[config.mk]
export PLATFORM = sky130hd
export DESIGN_NAME = gfa_line_census_scanner
export DESIGN_NICKNAME = d
export VERILOG_FILES = /design/src/hw/rtl/gfa_lcs_pkg.sv /design/src/hw/rtl/gfa_lcs_core.sv /design/src/hw/rtl/gfa_lcs_summary.sv /design/src/hw/rtl/gfa_line_census_scanner.sv
export SDC_FILE = /design/constraint.sdc
export NUM_CORES = 1
export LEC_CHECK = 0
export ABC_AREA = 0
export BUFFER_PORTS_ARGS = -buffer_cell sky130_fd_sc_hd__buf_2
export CAP_MARGIN = 20
export CELL_PAD_IN_SITES_DETAIL_PLACEMENT = 2
export CELL_PAD_IN_SITES_GLOBAL_PLACEMENT = 2
export CORE_MARGIN = 4
export CORE_UTILIZATION = 43
export DETAILED_ROUTE_END_ITERATION = 8
export PLACE_DENSITY = 0.85
export SETUP_SLACK_MARGIN = 0.2
export SLEW_MARGIN = 20
export SYNTH_ARGS = -nofsm -noshare
export SYNTH_HDL_FRONTEND = slang
export SYNTH_SLANG_ARGS = --single-unit
export TNS_END_PERCENT = 20
[constraint.sdc]
create_clock -name clk -period 40.8 [get_ports clk]
set_input_delay 8.16 -clock clk [delete_from_list [all_inputs] [get_ports clk]]
set_output_delay 8.16 -clock clk [all_outputs]
set_load 0.005 [all_outputs]
[src/hw/rtl/gfa_lcs_pkg.sv]
// Shared types and constants for the line census scanner.
// Request/result payload structs, scan phase enum, status and character codes.
// No dependencies.
package gfa_lcs_pkg;

	typedef struct packed {
		logic [7:0] data_byte;
		logic       end_of_file;
	} req_t;

	typedef struct packed {
		logic [1:0]  status;
		logic [31:0] segment_lines;
		logic [31:0] link_lines;
		logic [31:0] path_lines;
		logic [31:0] walk_lines;
		logic [31:0] lowest_id;
		logic [31:0] highest_id;
		logic [32:0] vertex_slots;
		logic [31:0] error_line;
	} rsp_t;

	typedef enum logic [2:0] {
		PH_LINE_START,
		PH_SKIP,
		PH_S_PRE_TAB,
		PH_S_SPACES,
		PH_S_DIGITS,
		PH_S_REST,
		PH_STOPPED
	} phase_t;

	// Summary handed from the scan core to the result stage; the last id
	// of the file is folded into min/max there.
	typedef struct packed {
		logic [1:0]  status;
		logic [31:0] segment_lines;
		logic [31:0] link_lines;
		logic [31:0] path_lines;
		logic [31:0] walk_lines;
		logic [31:0] min_id;
		logic [31:0] max_id;
		logic [31:0] error_line;
		logic        fold_vld;
		logic [31:0] fold_id;
	} summary_t;

	localparam logic [1:0] ST_OK       = 2'd0;
	localparam logic [1:0] ST_BAD_TYPE = 2'd1;
	localparam logic [1:0] ST_NO_TAB   = 2'd2;

	localparam logic [7:0] CH_NEWLINE = 8'h0A;
	localparam logic [7:0] CH_TAB     = 8'h09;
	localparam logic [7:0] CH_SPACE   = 8'h20;
	localparam logic [7:0] CH_ZERO    = 8'h30;
	localparam logic [7:0] CH_NINE    = 8'h39;
	localparam logic [7:0] CH_H       = 8'h48;
	localparam logic [7:0] CH_L       = 8'h4C;
	localparam logic [7:0] CH_P       = 8'h50;
	localparam logic [7:0] CH_S       = 8'h53;
	localparam logic [7:0] CH_W       = 8'h57;

	localparam logic [31:0] ALL_ONES = 32'hFFFF_FFFF;

	function automatic logic [31:0] sat_inc(input logic [31:0] v);
		sat_inc = (v == ALL_ONES) ? v : v + 32'd1;
	endfunction

endpackage

[src/hw/rtl/gfa_lcs_core.sv]
// Scan core of the line census scanner: per-byte phase update, counters,
// id accumulation and min/max tracking. Uses gfa_lcs_pkg.
module gfa_lcs_core (
	input  logic                  clk,
	input  logic                  arst_n,
	input  logic                  fire,
	input  gfa_lcs_pkg::req_t     req_s1,
	output gfa_lcs_pkg::summary_t summary
);

	gfa_lcs_pkg::phase_t phase_q, phase_n;
	logic [31:0] seg_q, seg_n;
	logic [31:0] lnk_q, lnk_n;
	logic [31:0] pth_q, pth_n;
	logic [31:0] wlk_q, wlk_n;
	logic [31:0] min_q, min_n;
	logic [31:0] max_q, max_n;
	logic [31:0] line_q, line_n;
	logic [31:0] acc_q, acc_n;
	logic [1:0]  err_q, err_n;
	logic [31:0] err_at_q, err_at_n;

	logic [7:0]  b;
	logic        is_digit;
	logic [3:0]  dig;
	logic [31:0] acc_x10;
	logic        eof_fin;

	assign b        = req_s1.data_byte;
	assign is_digit = b inside {[gfa_lcs_pkg::CH_ZERO:gfa_lcs_pkg::CH_NINE]};
	// ASCII digits sit at 0x30..0x39, so the low nibble is the value
	assign dig      = b[3:0];
	assign acc_x10  = {acc_q[28:0], 3'b000} + {acc_q[30:0], 1'b0};

	always_comb begin
		phase_n  = phase_q;
		seg_n    = seg_q;
		lnk_n    = lnk_q;
		pth_n    = pth_q;
		wlk_n    = wlk_q;
		min_n    = min_q;
		max_n    = max_q;
		line_n   = line_q;
		acc_n    = acc_q;
		err_n    = err_q;
		err_at_n = err_at_q;

		case (phase_q)
			gfa_lcs_pkg::PH_LINE_START: begin
				case (b)
					gfa_lcs_pkg::CH_S: begin
						seg_n   = gfa_lcs_pkg::sat_inc(seg_q);
						phase_n = gfa_lcs_pkg::PH_S_PRE_TAB;
					end
					gfa_lcs_pkg::CH_L: begin
						lnk_n   = gfa_lcs_pkg::sat_inc(lnk_q);
						phase_n = gfa_lcs_pkg::PH_SKIP;
					end
					gfa_lcs_pkg::CH_P: begin
						pth_n   = gfa_lcs_pkg::sat_inc(pth_q);
						phase_n = gfa_lcs_pkg::PH_SKIP;
					end
					gfa_lcs_pkg::CH_W: begin
						wlk_n   = gfa_lcs_pkg::sat_inc(wlk_q);
						phase_n = gfa_lcs_pkg::PH_SKIP;
					end
					gfa_lcs_pkg::CH_H: begin
						phase_n = gfa_lcs_pkg::PH_SKIP;
					end
					default: begin
						// empty lines land here too
						err_n    = gfa_lcs_pkg::ST_BAD_TYPE;
						err_at_n = line_q;
						phase_n  = gfa_lcs_pkg::PH_STOPPED;
					end
				endcase
			end
			gfa_lcs_pkg::PH_STOPPED: begin
			end
			default: begin
				if (b == gfa_lcs_pkg::CH_NEWLINE) begin
					if (phase_q == gfa_lcs_pkg::PH_S_PRE_TAB) begin
						err_n    = gfa_lcs_pkg::ST_NO_TAB;
						err_at_n = line_q;
						phase_n  = gfa_lcs_pkg::PH_STOPPED;
					end else begin
						if (phase_q inside {gfa_lcs_pkg::PH_S_SPACES, gfa_lcs_pkg::PH_S_DIGITS,
								gfa_lcs_pkg::PH_S_REST}) begin
							if (acc_q > max_q) max_n = acc_q;
							if (acc_q < min_q) min_n = acc_q;
						end
						line_n  = gfa_lcs_pkg::sat_inc(line_q);
						acc_n   = '0;
						phase_n = gfa_lcs_pkg::PH_LINE_START;
					end
				end else begin
					case (phase_q)
						gfa_lcs_pkg::PH_S_PRE_TAB: begin
							if (b == gfa_lcs_pkg::CH_TAB) phase_n = gfa_lcs_pkg::PH_S_SPACES;
						end
						gfa_lcs_pkg::PH_S_SPACES: begin
							if (is_digit) begin
								acc_n   = {28'd0, dig};
								phase_n = gfa_lcs_pkg::PH_S_DIGITS;
							end else if (b != gfa_lcs_pkg::CH_SPACE) begin
								phase_n = gfa_lcs_pkg::PH_S_REST;
							end
						end
						gfa_lcs_pkg::PH_S_DIGITS: begin
							if (is_digit) acc_n = acc_x10 + {28'd0, dig};
							else          phase_n = gfa_lcs_pkg::PH_S_REST;
						end
						default: begin
						end
					endcase
				end
			end
		endcase
	end

	// End of file closes an open line as a newline would; the id fold for
	// that line is left to the result stage.
	always_comb begin
		eof_fin = (phase_n != gfa_lcs_pkg::PH_STOPPED) &&
			(phase_n != gfa_lcs_pkg::PH_LINE_START);

		summary.status        = err_n;
		summary.segment_lines = seg_n;
		summary.link_lines    = lnk_n;
		summary.path_lines    = pth_n;
		summary.walk_lines    = wlk_n;
		summary.min_id        = min_n;
		summary.max_id        = max_n;
		summary.error_line    = err_at_n;
		summary.fold_vld      = 1'b0;
		summary.fold_id       = acc_n;

		if (eof_fin) begin
			if (phase_n == gfa_lcs_pkg::PH_S_PRE_TAB) begin
				summary.status     = gfa_lcs_pkg::ST_NO_TAB;
				summary.error_line = line_n;
			end else if (phase_n != gfa_lcs_pkg::PH_SKIP) begin
				summary.fold_vld = 1'b1;
			end
		end
	end

	always_ff @(posedge clk or negedge arst_n) begin
		if (!arst_n) begin
			phase_q  <= gfa_lcs_pkg::PH_LINE_START;
			seg_q    <= '0;
			lnk_q    <= '0;
			pth_q    <= '0;
			wlk_q    <= '0;
			min_q    <= gfa_lcs_pkg::ALL_ONES;
			max_q    <= '0;
			line_q   <= '0;
			acc_q    <= '0;
			err_q    <= gfa_lcs_pkg::ST_OK;
			err_at_q <= '0;
		end else if (fire) begin
			if (req_s1.end_of_file) begin
				// clear for the next file
				phase_q  <= gfa_lcs_pkg::PH_LINE_START;
				seg_q    <= '0;
				lnk_q    <= '0;
				pth_q    <= '0;
				wlk_q    <= '0;
				min_q    <= gfa_lcs_pkg::ALL_ONES;
				max_q    <= '0;
				line_q   <= '0;
				acc_q    <= '0;
				err_q    <= gfa_lcs_pkg::ST_OK;
				err_at_q <= '0;
			end else begin
				phase_q  <= phase_n;
				seg_q    <= seg_n;
				lnk_q    <= lnk_n;
				pth_q    <= pth_n;
				wlk_q    <= wlk_n;
				min_q    <= min_n;
				max_q    <= max_n;
				line_q   <= line_n;
				acc_q    <= acc_n;
				err_q    <= err_n;
				err_at_q <= err_at_n;
			end
		end
	end

endmodule

[src/hw/rtl/gfa_lcs_summary.sv]
// Result stage of the line census scanner: holds one summary until taken
// and applies the final id fold and slot count. Uses gfa_lcs_pkg.
module gfa_lcs_summary (
	input  logic                  clk,
	input  logic                  arst_n,
	input  logic                  load,
	input  gfa_lcs_pkg::summary_t summary,
	output logic                  free,
	output logic                  rsp_valid,
	input  logic                  rsp_ready,
	output gfa_lcs_pkg::rsp_t     rsp_data
);

	gfa_lcs_pkg::summary_t sum_q;
	logic                  valid_q;
	logic [31:0]           lo;
	logic [31:0]           hi;

	assign free      = !valid_q || rsp_ready;
	assign rsp_valid = valid_q;

	always_ff @(posedge clk or negedge arst_n) begin
		if (!arst_n) begin
			valid_q <= 1'b0;
		end else if (load) begin
			valid_q <= 1'b1;
		end else if (rsp_ready) begin
			valid_q <= 1'b0;
		end
	end

	always_ff @(posedge clk) begin
		if (load) sum_q <= summary;
	end

	always_comb begin
		lo = sum_q.min_id;
		hi = sum_q.max_id;
		if (sum_q.fold_vld && (sum_q.fold_id < sum_q.min_id)) lo = sum_q.fold_id;
		if (sum_q.fold_vld && (sum_q.fold_id > sum_q.max_id)) hi = sum_q.fold_id;

		rsp_data.status        = sum_q.status;
		rsp_data.segment_lines = sum_q.segment_lines;
		rsp_data.link_lines    = sum_q.link_lines;
		rsp_data.path_lines    = sum_q.path_lines;
		rsp_data.walk_lines    = sum_q.walk_lines;
		rsp_data.lowest_id     = lo;
		rsp_data.highest_id    = hi;
		rsp_data.vertex_slots  = {1'b0, hi} + 33'd1;
		rsp_data.error_line    = sum_q.error_line;
	end

endmodule

[src/hw/rtl/gfa_line_census_scanner.sv]
// Line census scanner: counts record types of a graph-assembly text stream.
// A request is registered, scanned from that register, and its summary
// (end-of-file requests only) is registered in the result stage and shown on rsp.
// Throughput: one byte per cycle unless an end-of-file byte waits for the result stage.
// A new request is taken while a summary waits, until an end-of-file byte.
// Reset (arst_n low) clears all counters and the scan state; no summary pending.
module gfa_line_census_scanner (
	input  logic               clk,
	input  logic               arst_n,
	input  logic               req_valid,
	output logic               req_ready,
	input  gfa_lcs_pkg::req_t  req_data,
	output logic               rsp_valid,
	input  logic               rsp_ready,
	output gfa_lcs_pkg::rsp_t  rsp_data
);

	gfa_lcs_pkg::req_t     req_s1;
	logic                  vld_s1;
	logic                  adv;
	logic                  out_free;
	gfa_lcs_pkg::summary_t summary;

	// an end-of-file byte waits until the result register can take it
	assign adv       = vld_s1 && (!req_s1.end_of_file || out_free);
	assign req_ready = !vld_s1 || adv;

	always_ff @(posedge clk or negedge arst_n) begin
		if (!arst_n) begin
			vld_s1 <= 1'b0;
		end else if (req_ready) begin
			vld_s1 <= req_valid;
		end
	end

	always_ff @(posedge clk) begin
		if (req_ready && req_valid) req_s1 <= req_data;
	end

	gfa_lcs_core u_core (
		.clk     (clk),
		.arst_n  (arst_n),
		.fire    (adv),
		.req_s1  (req_s1),
		.summary (summary)
	);

	gfa_lcs_summary u_summary (
		.clk       (clk),
		.arst_n    (arst_n),
		.load      (adv && req_s1.end_of_file),
		.summary   (summary),
		.free      (out_free),
		.rsp_valid (rsp_valid),
		.rsp_ready (rsp_ready),
		.rsp_data  (rsp_data)
	);

endmodule
==> results.py <==
metrics = {
    "clock_tree": {
        "cts_root_buffer": "clkbuf_16",
        "cts_hold_buffers": 0,
        "cts_num_sinks": 563,
        "cts-htree-levels": 3,
        "cts_tree": "done",
        "postCtsSetupRepairBufs": 0,
        "cts_max_path_buffers": 3,
        "clk_pin_slew_worst_paths_ns": 0.06,
        "clk_latency_ns": 0.63,
        "cts_buffers": 66,
        "ctsResizeCount": 0,
    },
    "synthesis": {
        "ys_types": 85,
        "yosysWarnings": 0,
        "synth_seq_cells": 563,
        "synth_area_mm2": 0.0349,
        "synthArstFlopShare_pct": 52.4,
        "synth_edf_count": 268,
        "ys_seq_area_share_pct": 44.3,
        "synth_ff_type": "edfxtp_1",
        "synth.net_count": 3735,
        "syn_area_per_cell_um2": 9.89,
        "netlist_instances": 3530,
    },
    "floorplan": {
        "core_area_mm2": 0.0805,
        "fp.dieH_um": 293,
        "die_x_um": 293,
        "io_pins": 274,
        "initial_core_util_pct": 43.4,
        "row_count": 104,
        "die_area_mm2": 0.0858,
    },
    "final_layout": {
        "drive_gt1_share_pct": 17.2,
        "fin_cells": 4658,
        "nNetsFinal": 3749,
        "diodes": 0,
        "fill_cells": 8430,
        "area_delta_synth_final_pct": 9.55,
        "mostFrequentLayoutCell": "nand2_1",
        "finish.instance_area_mm2": 0.0383,
        "most-common-layout-cells": "nand2_1 (356), buf_2 (272), edfxtp_1 (268)",
    },
    "worst_setup_path": {
        "crit_end": "req_ready",
        "rr_startpoint": "u_core.acc_q[31]$_DFFE_PN0P_",
        "worst-path-max-fanout": 3,
        "crit_arrival_ns": 9.16,
        "worstRegToRegCells": 9,
        "end_kind": "output pin",
        "crit_start": "rsp_ready",
        "r2r_slack_ns": 36.50,
        "timing.rr.end": "u_core.max_q[8]$_DFFE_PN0P_",
        "crit_required_ns": 32.64,
        "crit_path_start_kind": "input port",
        "path_class": "in2out",
    },
    "timing": {
        "timing.fmax_ghz": 0.0577,
        "slew_headroom_pct": 27.2,
        "fin_crit_sh_pct": 42.4,
        "rsz0062_at_grt": "no",
        "hold_viol_final": 0,
        "post-route-min-period_ns": 17.32,
        "finalSetupViolCount": 0,
        "slew_viol_final": 0,
        "setup_tns_ns": 0,
        "worstMarginPinSlew_ns": 1.09,
        "fin_skew_ns": 0.0308,
        "hold_slack_ns": 0.477,
    },
    "power_and_ir_drop": {
        "irDropWorstVdd_v": 0.0000304,
        "finalPower_mw": 1.70,
        "power_density_mw_per_mm2": 44.5,
        "p_leak_nw": 16.7,
    },
    "global_route": {
        "grt_pass1_wl_um": 194000,
        "grt_pass1_vias": 31400,
        "globalRouteOverflowTotal": 0,
        "grt_max_degree": 154,
        "grt.total_usage_pct": 28.4,
        "antenna_found_initial": 3,
    },
    "placed_design": {
        "dp_hpwl_um": 80800,
        "place_congestion": 0.870,
        "place_inst": 4535,
        "port_buffers": 273,
        "placed_cell_area_mm2": 0.0360,
    },
    "route": {
        "drc": 0,
        "drtIter0Drc": 1942,
        "dr.pass1.iters": 5,
        "ant_nets": 0,
        "vias_per_cell": 6.19,
        "num_vias": 28800,
        "post_drt_wl_per_cell_um": 27.0,
        "wl_um": 126000,
    },
    "flow_run": {
        "maxCapViolations": 0,
    },
    "worst_hold_path": {
        "hp-class": "reg2reg",
    },
    "outcome": {
        "status": "complete, no violations",
    },
}
==> worst max-delay path, cell delays in order <==
cell and delay [ns]:
buf_2 0.11, or3_1 0.42, or2_2 0.33, buf_2 0.14
==> synth_stat cells, types with 6 or more instances <==
master | count | share of area (%)
a2111oi_0 | 7 | 0.18
a211oi_1 | 14 | 0.30
a21o_1 | 46 | 0.99
a21oi_1 | 119 | 1.7
a221o_1 | 6 | 0.17
a22o_1 | 78 | 2.0
a22oi_1 | 66 | 1.4
a311oi_1 | 25 | 0.63
a31oi_1 | 34 | 0.61
and2_1 | 19 | 0.34
and3_1 | 51 | 0.91
and4_1 | 24 | 0.60
buf_2 | 13 | 0.19
buf_4 | 162 | 3.5
clkbuf_1 | 177 | 1.9
dfrtp_1 | 263 | 19
dfstp_2 | 32 | 2.4
edfxtp_1 | 268 | 23
ha_1 | 190 | 6.8
inv_1 | 177 | 1.9
mux2_2 | 101 | 3.3
mux2_4 | 30 | 1.3
mux2i_1 | 78 | 2.2
nand2_1 | 358 | 3.8
nand2b_1 | 15 | 0.27
nand3_1 | 123 | 1.8
nand4_1 | 72 | 1.3
nor2_1 | 191 | 2.1
nor2b_1 | 12 | 0.21
nor3_1 | 61 | 0.87
nor3b_1 | 10 | 0.21
nor4_1 | 45 | 0.81
o211ai_1 | 44 | 0.95
o21a_1 | 8 | 0.17
o21ai_0 | 240 | 3.4
o22a_1 | 8 | 0.20
o22ai_1 | 14 | 0.25
o31ai_1 | 24 | 0.52
or2_2 | 9 | 0.16
or3_1 | 44 | 0.79
or4_1 | 13 | 0.28
xnor2_1 | 100 | 2.5
xor2_1 | 75 | 1.9
==> sequential cells by signal (all words and copies together) (netlist names) <==
register and count:
req_s1 9, u_core.acc_q 32, u_core.err_at_q 32, u_core.err_q 2
u_core.line_q 32, u_core.lnk_q 32, u_core.max_q 32, u_core.min_q 32
u_core.phase_q 3, u_core.pth_q 32, u_core.seg_q 32, u_core.wlk_q 32
u_summary.rsp_data 162, u_summary.rsp_valid 1, u_summary.sum_q 97, vld_s1 1
==> worst min-delay path by stage <==
| stage | startpoint | endpoint | slack, ns | depth (start not counted) |
|---|---|---|---|---|
| finish | u_core.lnk_q[30]$_DFFE_PN0P_ | u_core.lnk_q[30]$_DFFE_PN0P_ | 0.48 | 2 |
| global route | u_core.lnk_q[30]$_DFFE_PN0P_ | u_core.lnk_q[30]$_DFFE_PN0P_ | 0.50 | 2 |
| CTS | u_core.lnk_q[30]$_DFFE_PN0P_ | u_core.lnk_q[30]$_DFFE_PN0P_ | 0.48 | 2 |
| detailed placement | u_core.lnk_q[30]$_DFFE_PN0P_ | u_core.lnk_q[30]$_DFFE_PN0P_ | 0.47 | 2 |
| global placement | u_core.lnk_q[30]$_DFFE_PN0P_ | u_core.lnk_q[30]$_DFFE_PN0P_ | 0.46 | 2 |
| floorplan | u_core.lnk_q[30]$_DFFE_PN0P_ | u_core.lnk_q[30]$_DFFE_PN0P_ | 0.44 | 2 |
==> layout make-up <==
| class | count | area [um2] | share of cell area [%] |
|---|---|---|---|
| multi-input combinational | 2425 | 16800 | 44.0 |
| sequential | 563 | 15500 | 40.4 |
| clock buffer | 89 | 1850 | 4.83 |
| timing repair buffer | 309 | 1690 | 4.42 |
| tap | 1060 | 1330 | 3.47 |
| inverter | 179 | 673 | 1.76 |
| clock inverter | 33 | 408 | 1.07 |
==> power by group <==
group	switching, mW	internal (mW)
Clock	0.269	0.362
Combinational	0.212	0.127
Sequential	0.0655	0.665
Total	0.547	1.15
==> cells by family (layout without fill, tap and decap cells) <==
kind of cell,count (synthesis),after routing,synth area share [%]
AND/OR/NAND/NOR,1068,1068,15.1
AO/OA/AOI/OAI,781,781,14.7
flip-flops,563,563,44.3
buffers and inverters,542,610,7.82
multiplexers,209,209,6.78
adder cells (fa/ha/maj),192,192,6.92
XOR/XNOR,175,175,4.39
==> per-stage QoR <==
stage	setup slack, ns	util (%)
2_1_floorplan	20.30	-
3_3_place_gp	23.52	44.6
3_5_place_dp	23.48	44.6
4_1_cts	23.48	47.4
5_1_grt	23.45	47.5
6_report	23.48	47.5
==> per-layer routing <==
metal / global-route usage, % / up-vias / wire [um]
met4: 8.69 / 4 / 3460
li1: - / 12700 / -
met2: 51.0 / 787 / 64100
met5: 0 / - / 28
met3: 3.78 / 194 / 5750
met1: 35.6 / 15100 / 52300
Power figures use the tool's default switching activity.
